[config.mk]
export PLATFORM = sky130hd
export DESIGN_NAME = differential_drive_odometry
export DESIGN_NICKNAME = d
export VERILOG_FILES = /design/src/odo_pkg.sv /design/src/odo_ctrl.sv /design/src/odo_dp.sv /design/src/differential_drive_odometry.sv
export SDC_FILE = /design/constraint.sdc
export NUM_CORES = 2
export LEC_CHECK = 0
export BUFFER_PORTS_ARGS = -buffer_cell sky130_fd_sc_hd__buf_2
export CORE_MARGIN = 1.5
export CORE_UTILIZATION = 40
export CTS_CLUSTER_SIZE = 28
export DETAILED_ROUTE_END_ITERATION = 16
export GPL_TIMING_DRIVEN = 0
export RECOVER_POWER = 25
export SLEW_MARGIN = 25
export SYNTH_ARGS = -nofsm -noshare
export SYNTH_HDL_FRONTEND = slang
export SYNTH_SLANG_ARGS = --single-unit
[constraint.sdc]
create_clock -name i_clk -period 8.3 [get_ports i_clk]
set_clock_uncertainty 0.05 [all_clocks]
set_input_delay 0.415 -clock i_clk [delete_from_list [all_inputs] [get_ports i_clk]]
set_output_delay 0.415 -clock i_clk [all_outputs]
set_load 0.03 [all_outputs]
[src/odo_pkg.sv]
package odo_pkg;

    // Widths of the CORDIC working registers.
    localparam int XW = 35;
    localparam int ZW = 34;
    localparam int IW = 5;
    localparam int MAX_STEPS = 24;

    // Reset value of the turn gain register, Q8.16.
    localparam logic [23:0] TURN_GAIN_RST = 24'd67290;

    // CORDIC gain compensation 0.6072529 in Q0.16.
    localparam logic signed [16:0] CORDIC_GAIN = 17'sd39797;

    // Input transaction payload.
    typedef struct packed {
        logic signed [15:0] left_step;
        logic signed [15:0] right_step;
    } t_odo_in;

    // Output transaction payload.
    typedef struct packed {
        logic signed [31:0] pos_x;
        logic signed [31:0] pos_y;
        logic [15:0]        heading;
        logic signed [31:0] travelled;
    } t_odo_out;

    // Commands from the controller to the datapath.
    typedef struct packed {
        logic load;
        logic mul;
        logic head;
        logic init;
        logic iter;
        logic acc;
        logic publish;
    } t_odo_cmd;

    // Status from the datapath to the controller.
    typedef struct packed {
        logic iter_last;
    } t_odo_sts;

    // Arctangent of 2^-i in units of 2^-32 turn.
    function automatic logic signed [ZW-1:0] atan_turn(input logic [IW-1:0] i);
        logic signed [ZW-1:0] r;
        case (i)
            5'd0:  r = 34'sd536870912;
            5'd1:  r = 34'sd316933406;
            5'd2:  r = 34'sd167458907;
            5'd3:  r = 34'sd85004756;
            5'd4:  r = 34'sd42667331;
            5'd5:  r = 34'sd21354465;
            5'd6:  r = 34'sd10679838;
            5'd7:  r = 34'sd5340245;
            5'd8:  r = 34'sd2670163;
            5'd9:  r = 34'sd1335087;
            5'd10: r = 34'sd667544;
            5'd11: r = 34'sd333772;
            5'd12: r = 34'sd166886;
            5'd13: r = 34'sd83443;
            5'd14: r = 34'sd41722;
            5'd15: r = 34'sd20861;
            5'd16: r = 34'sd10430;
            5'd17: r = 34'sd5215;
            5'd18: r = 34'sd2608;
            5'd19: r = 34'sd1304;
            5'd20: r = 34'sd652;
            5'd21: r = 34'sd326;
            5'd22: r = 34'sd163;
            5'd23: r = 34'sd81;
            default: r = '0;
        endcase
        return r;
    endfunction

    // Signed 32-bit add that clamps to the representable range.
    function automatic logic signed [31:0] sat_add32(input logic signed [31:0] a,
                                                    input logic signed [31:0] b);
        logic [32:0] s;
        logic signed [31:0] r;
        s = {a[31], a} + {b[31], b};
        if (s[32] != s[31]) begin
            r = s[32] ? 32'sh8000_0000 : 32'sh7FFF_FFFF;
        end else begin
            r = s[31:0];
        end
        return r;
    endfunction

endpackage

[src/odo_ctrl.sv]
module odo_ctrl import odo_pkg::*; (
    input  logic     i_clk,
    input  logic     i_rst_n,
    input  logic     i_in_valid,
    output logic     o_in_ready,
    output logic     o_out_valid,
    input  logic     i_out_ready,
    input  t_odo_sts i_sts,
    output t_odo_cmd o_cmd
);

    localparam logic [2:0] ST_IDLE = 3'd0;
    localparam logic [2:0] ST_MUL  = 3'd1;
    localparam logic [2:0] ST_HEAD = 3'd2;
    localparam logic [2:0] ST_INIT = 3'd3;
    localparam logic [2:0] ST_ITER = 3'd4;
    localparam logic [2:0] ST_ACC  = 3'd5;
    localparam logic [2:0] ST_DONE = 3'd6;

    logic [2:0] r_state;
    logic [2:0] n_state;
    logic       r_out_valid;
    logic       n_out_valid;

    // Next state and datapath commands.
    always_comb begin
        n_state = r_state;
        o_cmd   = '0;
        case (r_state)
            ST_IDLE: begin
                if (i_in_valid) begin
                    o_cmd.load = 1'b1;
                    n_state    = ST_MUL;
                end
            end
            ST_MUL: begin
                o_cmd.mul = 1'b1;
                n_state   = ST_HEAD;
            end
            ST_HEAD: begin
                o_cmd.head = 1'b1;
                n_state    = ST_INIT;
            end
            ST_INIT: begin
                o_cmd.init = 1'b1;
                n_state    = ST_ITER;
            end
            ST_ITER: begin
                o_cmd.iter = 1'b1;
                if (i_sts.iter_last) begin
                    n_state = ST_ACC;
                end
            end
            ST_ACC: begin
                o_cmd.acc = 1'b1;
                n_state   = ST_DONE;
            end
            ST_DONE: begin
                // The output register is free, or is emptied in this cycle.
                if (!r_out_valid || i_out_ready) begin
                    o_cmd.publish = 1'b1;
                    n_state       = ST_IDLE;
                end
            end
            default: begin
                n_state = ST_IDLE;
            end
        endcase
    end

    // Output valid flag follows publish and output transactions.
    always_comb begin
        n_out_valid = r_out_valid;
        if (o_cmd.publish) begin
            n_out_valid = 1'b1;
        end else if (i_out_ready) begin
            n_out_valid = 1'b0;
        end
    end

    always_ff @(posedge i_clk) begin
        if (!i_rst_n) begin
            r_state     <= ST_IDLE;
            r_out_valid <= 1'b0;
        end else begin
            r_state     <= n_state;
            r_out_valid <= n_out_valid;
        end
    end

    assign o_in_ready  = (r_state == ST_IDLE);
    assign o_out_valid = r_out_valid;

endmodule

[src/odo_dp.sv]
module odo_dp import odo_pkg::*; #(
    parameter int CORDIC_STEPS = 16
) (
    input  logic        i_clk,
    input  logic        i_rst_n,
    input  t_odo_cmd    i_cmd,
    output t_odo_sts    o_sts,
    input  t_odo_in     i_in_data,
    input  logic [23:0] i_turn_gain,
    output t_odo_out    o_out_data
);

    localparam int NITER = (CORDIC_STEPS < MAX_STEPS) ? CORDIC_STEPS : MAX_STEPS;

    logic signed [15:0]   r_left;
    logic signed [15:0]   r_right;
    logic signed [15:0]   r_fwd;
    logic [15:0]          r_dh;
    logic [15:0]          r_heading;
    logic signed [31:0]   r_travel;
    logic signed [31:0]   r_x_acc;
    logic signed [31:0]   r_y_acc;
    logic signed [XW-1:0] r_cx;
    logic signed [XW-1:0] r_cy;
    logic signed [ZW-1:0] r_cz;
    logic [IW-1:0]        r_cnt;
    t_odo_out             r_out;

    logic signed [16:0]   w_sum;
    logic signed [16:0]   w_diff;
    logic signed [41:0]   w_prod;
    logic                 w_flip;
    logic [15:0]          w_hf;
    logic signed [16:0]   w_fwd_ext;
    logic signed [16:0]   w_fwd_f;
    logic signed [33:0]   w_x0;
    logic signed [XW-1:0] w_xs;
    logic signed [XW-1:0] w_ys;
    logic signed [ZW-1:0] w_atan;
    logic signed [XW-1:0] w_xr;
    logic signed [XW-1:0] w_yr;
    logic signed [31:0]   w_xinc;
    logic signed [31:0]   w_yinc;

    // Forward step and heading step from the wheel travel.
    assign w_sum  = $signed({r_left[15], r_left}) + $signed({r_right[15], r_right});
    assign w_diff = $signed({r_right[15], r_right}) - $signed({r_left[15], r_left});
    assign w_prod = w_diff * $signed({1'b0, i_turn_gain});

    // Fold the heading into the right half plane, negating the step to match.
    assign w_flip    = r_heading[15] ^ r_heading[14];
    assign w_hf      = {r_heading[15] ^ w_flip, r_heading[14:0]};
    assign w_fwd_ext = $signed({r_fwd[15], r_fwd});
    assign w_fwd_f   = w_flip ? -w_fwd_ext : w_fwd_ext;
    assign w_x0      = w_fwd_f * CORDIC_GAIN;

    // One CORDIC rotation step.
    assign w_xs   = r_cx >>> r_cnt;
    assign w_ys   = r_cy >>> r_cnt;
    assign w_atan = atan_turn(r_cnt);

    // Round the rotated vector to whole units, half way rounding up.
    assign w_xr   = r_cx + $signed(XW'(32768));
    assign w_yr   = r_cy + $signed(XW'(32768));
    assign w_xinc = $signed({{13{w_xr[XW-1]}}, w_xr[XW-1:16]});
    assign w_yinc = $signed({{13{w_yr[XW-1]}}, w_yr[XW-1:16]});

    // Accumulated state.
    always_ff @(posedge i_clk) begin
        if (!i_rst_n) begin
            r_heading <= '0;
            r_travel  <= '0;
            r_x_acc   <= '0;
            r_y_acc   <= '0;
        end else begin
            if (i_cmd.head) begin
                r_heading <= r_heading + r_dh;
                r_travel  <= sat_add32(r_travel, $signed({{16{r_fwd[15]}}, r_fwd}));
            end
            if (i_cmd.acc) begin
                r_x_acc <= sat_add32(r_x_acc, w_xinc);
                r_y_acc <= sat_add32(r_y_acc, w_yinc);
            end
        end
    end

    // Working registers of one update.
    always_ff @(posedge i_clk) begin
        if (i_cmd.load) begin
            r_left  <= i_in_data.left_step;
            r_right <= i_in_data.right_step;
        end
        if (i_cmd.mul) begin
            r_fwd <= w_sum[16:1];
            r_dh  <= w_prod[31:16];
        end
        if (i_cmd.init) begin
            r_cx  <= XW'(w_x0);
            r_cy  <= '0;
            r_cz  <= $signed({{2{w_hf[15]}}, w_hf, 16'h0000});
            r_cnt <= '0;
        end else if (i_cmd.iter) begin
            if (!r_cz[ZW-1]) begin
                r_cx <= r_cx - w_ys;
                r_cy <= r_cy + w_xs;
                r_cz <= r_cz - w_atan;
            end else begin
                r_cx <= r_cx + w_ys;
                r_cy <= r_cy - w_xs;
                r_cz <= r_cz + w_atan;
            end
            r_cnt <= r_cnt + 1'b1;
        end
        if (i_cmd.publish) begin
            r_out.pos_x     <= r_x_acc;
            r_out.pos_y     <= r_y_acc;
            r_out.heading   <= r_heading;
            r_out.travelled <= r_travel;
        end
    end

    assign o_sts.iter_last = (r_cnt == IW'(NITER - 1));
    assign o_out_data      = r_out;

endmodule

[src/differential_drive_odometry.sv]
// Channel  Direction  Handshake               Payload
// in       input      i_in_valid/o_in_ready    i_in_data  (t_odo_in)
// out      output     o_out_valid/i_out_ready  o_out_data (t_odo_out)
// cfg      input      i_cfg_valid/o_cfg_ready  i_cfg_data (turn gain, Q8.16)
//
// One update runs from the input transaction through the states MUL, HEAD, INIT, ITER
// and ACC to DONE, which writes the result to the output register; the iterative CORDIC
// rotator takes N steps in ITER, one step a cycle, N being the smaller of CORDIC_STEPS and 24.
// The next input is taken only once the controller is back in idle.
// Reset is synchronous and active low; it clears pose, distance and turn gain (67290).
// A full output register stalls the controller only once the next result is ready.
module differential_drive_odometry import odo_pkg::*; #(
    parameter int CORDIC_STEPS = 16
) (
    input  logic        i_clk,
    input  logic        i_rst_n,
    input  logic        i_in_valid,
    output logic        o_in_ready,
    input  t_odo_in     i_in_data,
    output logic        o_out_valid,
    input  logic        i_out_ready,
    output t_odo_out    o_out_data,
    input  logic        i_cfg_valid,
    output logic        o_cfg_ready,
    input  logic [23:0] i_cfg_data
);

    logic [23:0] r_turn_gain;
    t_odo_cmd    w_cmd;
    t_odo_sts    w_sts;

    // Turn gain register; a write is always taken.
    always_ff @(posedge i_clk) begin
        if (!i_rst_n) begin
            r_turn_gain <= TURN_GAIN_RST;
        end else if (i_cfg_valid) begin
            r_turn_gain <= i_cfg_data;
        end
    end

    assign o_cfg_ready = 1'b1;

    odo_ctrl u_ctrl (
        .i_clk       (i_clk),
        .i_rst_n     (i_rst_n),
        .i_in_valid  (i_in_valid),
        .o_in_ready  (o_in_ready),
        .o_out_valid (o_out_valid),
        .i_out_ready (i_out_ready),
        .i_sts       (w_sts),
        .o_cmd       (w_cmd)
    );

    odo_dp #(
        .CORDIC_STEPS (CORDIC_STEPS)
    ) u_dp (
        .i_clk       (i_clk),
        .i_rst_n     (i_rst_n),
        .i_cmd       (w_cmd),
        .o_sts       (w_sts),
        .i_in_data   (i_in_data),
        .i_turn_gain (r_turn_gain),
        .o_out_data  (o_out_data)
    );

    // After an input transaction the block is busy with that update.
    a_busy_after_accept: assert property (@(posedge i_clk) disable iff (!i_rst_n)
        i_in_valid && o_in_ready |=> !o_in_ready)
        else $error("input taken while an update is in progress");

    // A new result appears only as the controller returns to idle.
    a_idle_on_result: assert property (@(posedge i_clk) disable iff (!i_rst_n)
        $rose(o_out_valid) |-> o_in_ready)
        else $error("result published while the controller is not idle");

    // Reset empties the output register.
    a_reset_clears: assert property (@(posedge i_clk)
        !i_rst_n |=> !o_out_valid)
        else $error("output valid after reset");

endmodule

==> results.py <==
metrics = {
    "outcome": {
        "status": "finished with violations",
        "violations": "negative setup slack",
    },
    "routing": {
        "vias_per_cell": 5.50,
        "first_iter_violations": 3175,
        "wl_per_cell_um": 20.7,
        "drtAntennaViolNets": 0,
        "route.vias.total": 43482,
        "wl_um": 164000,
        "drc_errors": 0,
        "first_pass_iters": 6,
    },
    "setup_path": {
        "end_kind": "register",
        "worstPathRequired_ps": 8650,
        "path_class": "reg -> reg",
        "r2r_end": "u_dp.r_dh[15]",
        "reg2reg_depth": 32,
        "worstPathMaxFanout": 5,
        "worstSetupStartpointType": "register",
        "regToRegStartpoint": "u_dp.r_left[0]",
        "crit_family": "adder cells",
        "r2r_setup_slack_ps": -650,
        "worstPathArrival_ps": 9290,
        "crit_buf_inv": 3,
        "crit_start": "u_dp.r_left[0]",
        "crit_top_cell": "fa_1",
        "slowest_stage": "fa_1",
        "max_stage_delay_ps": 580,
    },
    "clock_tree": {
        "cts_tree": "done",
        "clock_path_buffers": 3,
        "root_buffer": "clkbuf_16",
        "clock_latency_ps": 710,
        "cts_buffers": 57,
        "cts_max_level": 2,
        "cts.reportedPaths.clkPinSlew_ps": 70,
        "clock-sinks": 455,
    },
    "global_routing": {
        "grt_util_all_layers_pct": 24.6,
        "grt_overflow_total": 0,
        "grt_pass1_vias": 43475,
        "grt_pass1_wl_um": 252000,
        "grt_max_degree": 48,
        "grt_antenna_before_repair": 2,
    },
    "sta": {
        "final_hold_viol_count": 0,
        "fin_ws_ps": -649,
        "worst_pin_slew_ps": 1140,
        "rsz0062_at_grt": "yes",
        "max_freq_ghz": 0.112,
        "post-route-min-period_ps": 8950,
        "relSlewSlack_pct": 23.8,
        "finalSetupViolations": 5,
        "finalCritPeriodShare_pct": 108,
        "slew_viol_final": 0,
        "hold_slack_ps": 132,
    },
    "synthesis": {
        "synth_nets": 6777,
        "yosysSeqAreaShare_pct": 22.0,
        "syn-mean-instance-area_sq_um": 8.95,
        "synthFlopType": "edfxtp_1",
        "yosysWarnings": 0,
        "ys_ff_latch": 455,
        "syn_inst": 5794,
        "synth_cell_types": 98,
        "synth.cell_area_sq_um": 51800,
        "synth_edf_count": 229,
        "synth_async_sr_flop_share_pct": 0,
    },
    "die": {
        "die_w_um": 363,
        "die_height_um": 363,
        "num_io_pins": 176,
        "core_area_sq_um": 128000,
        "initial_core_util_pct": 40.5,
        "rows": 131,
        "die-area_sq_um": 132000,
    },
    "cells_and_area": {
        "drive_above_1_share_pct": 9.85,
        "diodes": 0,
        "area_delta_synth_final_pct": 13.8,
        "fillerInstances": 12363,
        "nNetsFinal": 7114,
    },
    "placement": {
        "portBuffers": 172,
        "routabilityCongestion": 1.01,
        "dp_hpwl_um": 130000,
    },
    "hold_path": {
        "worstHoldPathCells": 3,
        "min_from": "i_cfg_valid",
        "hold_end": "r_turn_gain[18]",
        "hold_class": "in -> reg",
    },
    "run": {
        "drv_cap": 0,
    },
}
[per-stage QoR]
| stage | util (%) | area (sq um) | setup slack (ps) | instances | TNS [ps] |
|---|---|---|---|---|---|
| after floorplan | - | 51900 | 72.2 | 5794 | 0 |
| after global placement | 42.9 | 55000 | -1810 | 7695 | -150470 |
| after detailed placement | 43.2 | 55200 | -1630 | 7708 | -9680 |
| after CTS | 45.8 | 58600 | -821 | 7894 | -1800 |
| after global routing | 46.1 | 59000 | -927 | 7909 | -2790 |
| final | 46.1 | 59000 | -649 | 7909 | -1210 |
[layer usage]
| metal | vias up | track usage (%) | share of wire, % |
|---|---|---|---|
| met1 | 21208 | 31.3 | 42 |
| met4 | 0 | 10.6 | 4.5 |
| met5 | - | 0 | 0 |
| met3 | 309 | 3.45 | 6.2 |
| met2 | 1451 | 41.6 | 47 |
| li1 | 20514 | - | - |
[sequential cells by signal (all words and copies together) (netlist names), 24 cells and up]
register         count
r_turn_gain         24
u_dp.r_cy           35
u_dp.o_out_data    112
u_dp.r_x_acc        32
u_dp.r_y_acc        32
u_dp.r_travel       32
u_dp.w_atan         30
u_dp.r_cx           35
u_dp.r_cz           34
[synth_stat cells, types with 25 or more instances]
library cell	instances	area, sq um
a211oi_1	29	218
a21o_1	136	1020
a21oi_1	506	2530
a31oi_1	54	338
and2_1	130	813
and3_1	41	257
buf_1	35	131
clkbuf_1	204	766
dfxtp_1	226	4520
edfxtp_1	229	6880
fa_1	433	8670
ha_1	489	6120
inv_1	690	2590
maj3_1	35	350
mux2_2	34	383
mux2i_1	74	741
mux4_2	75	1690
nand2_1	566	2120
nand2b_1	39	244
nand3_1	72	360
nand4_1	25	156
nor2_1	316	1190
nor2b_1	82	513
nor3_1	82	410
o21a_1	52	390
o21ai_0	366	1830
o21bai_1	41	308
o31ai_1	26	195
xnor2_1	240	2100
xor2_1	152	1330
[what timing repair did]
action,CTS,global route
endpoints found under the setup margin,20,17
hold endpoints to repair,56,0
setup buffers,23,20
hold buffers,56,0
pin swaps,24,14
resized for setup,72,57
[final cells by class]
type,instances,area [sq um],share of cell area (%)
Clock inverter,39,654,1.11
Inverter,696,2620,4.43
Multi-Input combinational cell,4383,37500,63.5
Sequential cell,455,11400,19.3
Buffer,254,1110,1.89
Tap cell,1729,2160,3.67
Clock buffer,69,1560,2.65
Timing Repair Buffer,284,1980,3.36
[worst min-delay path: cells and delay by family]
kind	cells	cell delay [ps]
buffers and inverters	1	180
multiplexers	1	170
AND/OR/NAND/NOR	1	90
[worst max path at each step]
stage,depth (start not counted),slack [ps],end
2_1_floorplan,32,70,u_dp.r_dh[15]
3_3_place_gp,30,-1810,u_dp.r_dh[15]
3_5_place_dp,30,-1630,u_dp.r_dh[15]
4_1_cts,32,-820,u_dp.r_dh[15]
5_1_grt,34,-930,u_dp.r_dh[15]
6_report,32,-650,u_dp.r_dh[15]
[cells by family after synthesis]
kind of cell / Yosys count / share of synthesized area [%]
mux: 188 / 5.68
xor+xnor: 393 / 6.67
compound gates: 1385 / 16.1
simple gates: 1459 / 13.3
fa+ha+maj: 957 / 29.2
flops: 455 / 22.0
other cells: 1 / 0.00723
buf+inv: 956 / 7.06
[placed cells by master, fill, tap and decap left out, drive strengths merged, types with 27 or more instances in the layout]
master / count
ha: 489
mux2i: 74
nor2b: 82
nor2: 317
edfxtp: 229
fa: 433
o21a: 52
o21bai: 41
xnor2: 240
nand2b: 39
maj3: 35
dfxtp: 226
dlygate4sd3: 56
o21ai: 370
and2: 131
mux4: 80
a211oi: 30
clkbuf: 270
mux2: 34
a31oi: 54
and3: 41
nor3: 83
buf: 281
xor2: 152
inv: 698
a21oi: 506
o31ai: 27
nand3: 72
nand2: 566
a21o: 136
Power is left out: the tool's default activity adds up to more than one toggle a clock period on the data nets, which glitch-free logic cannot reach.
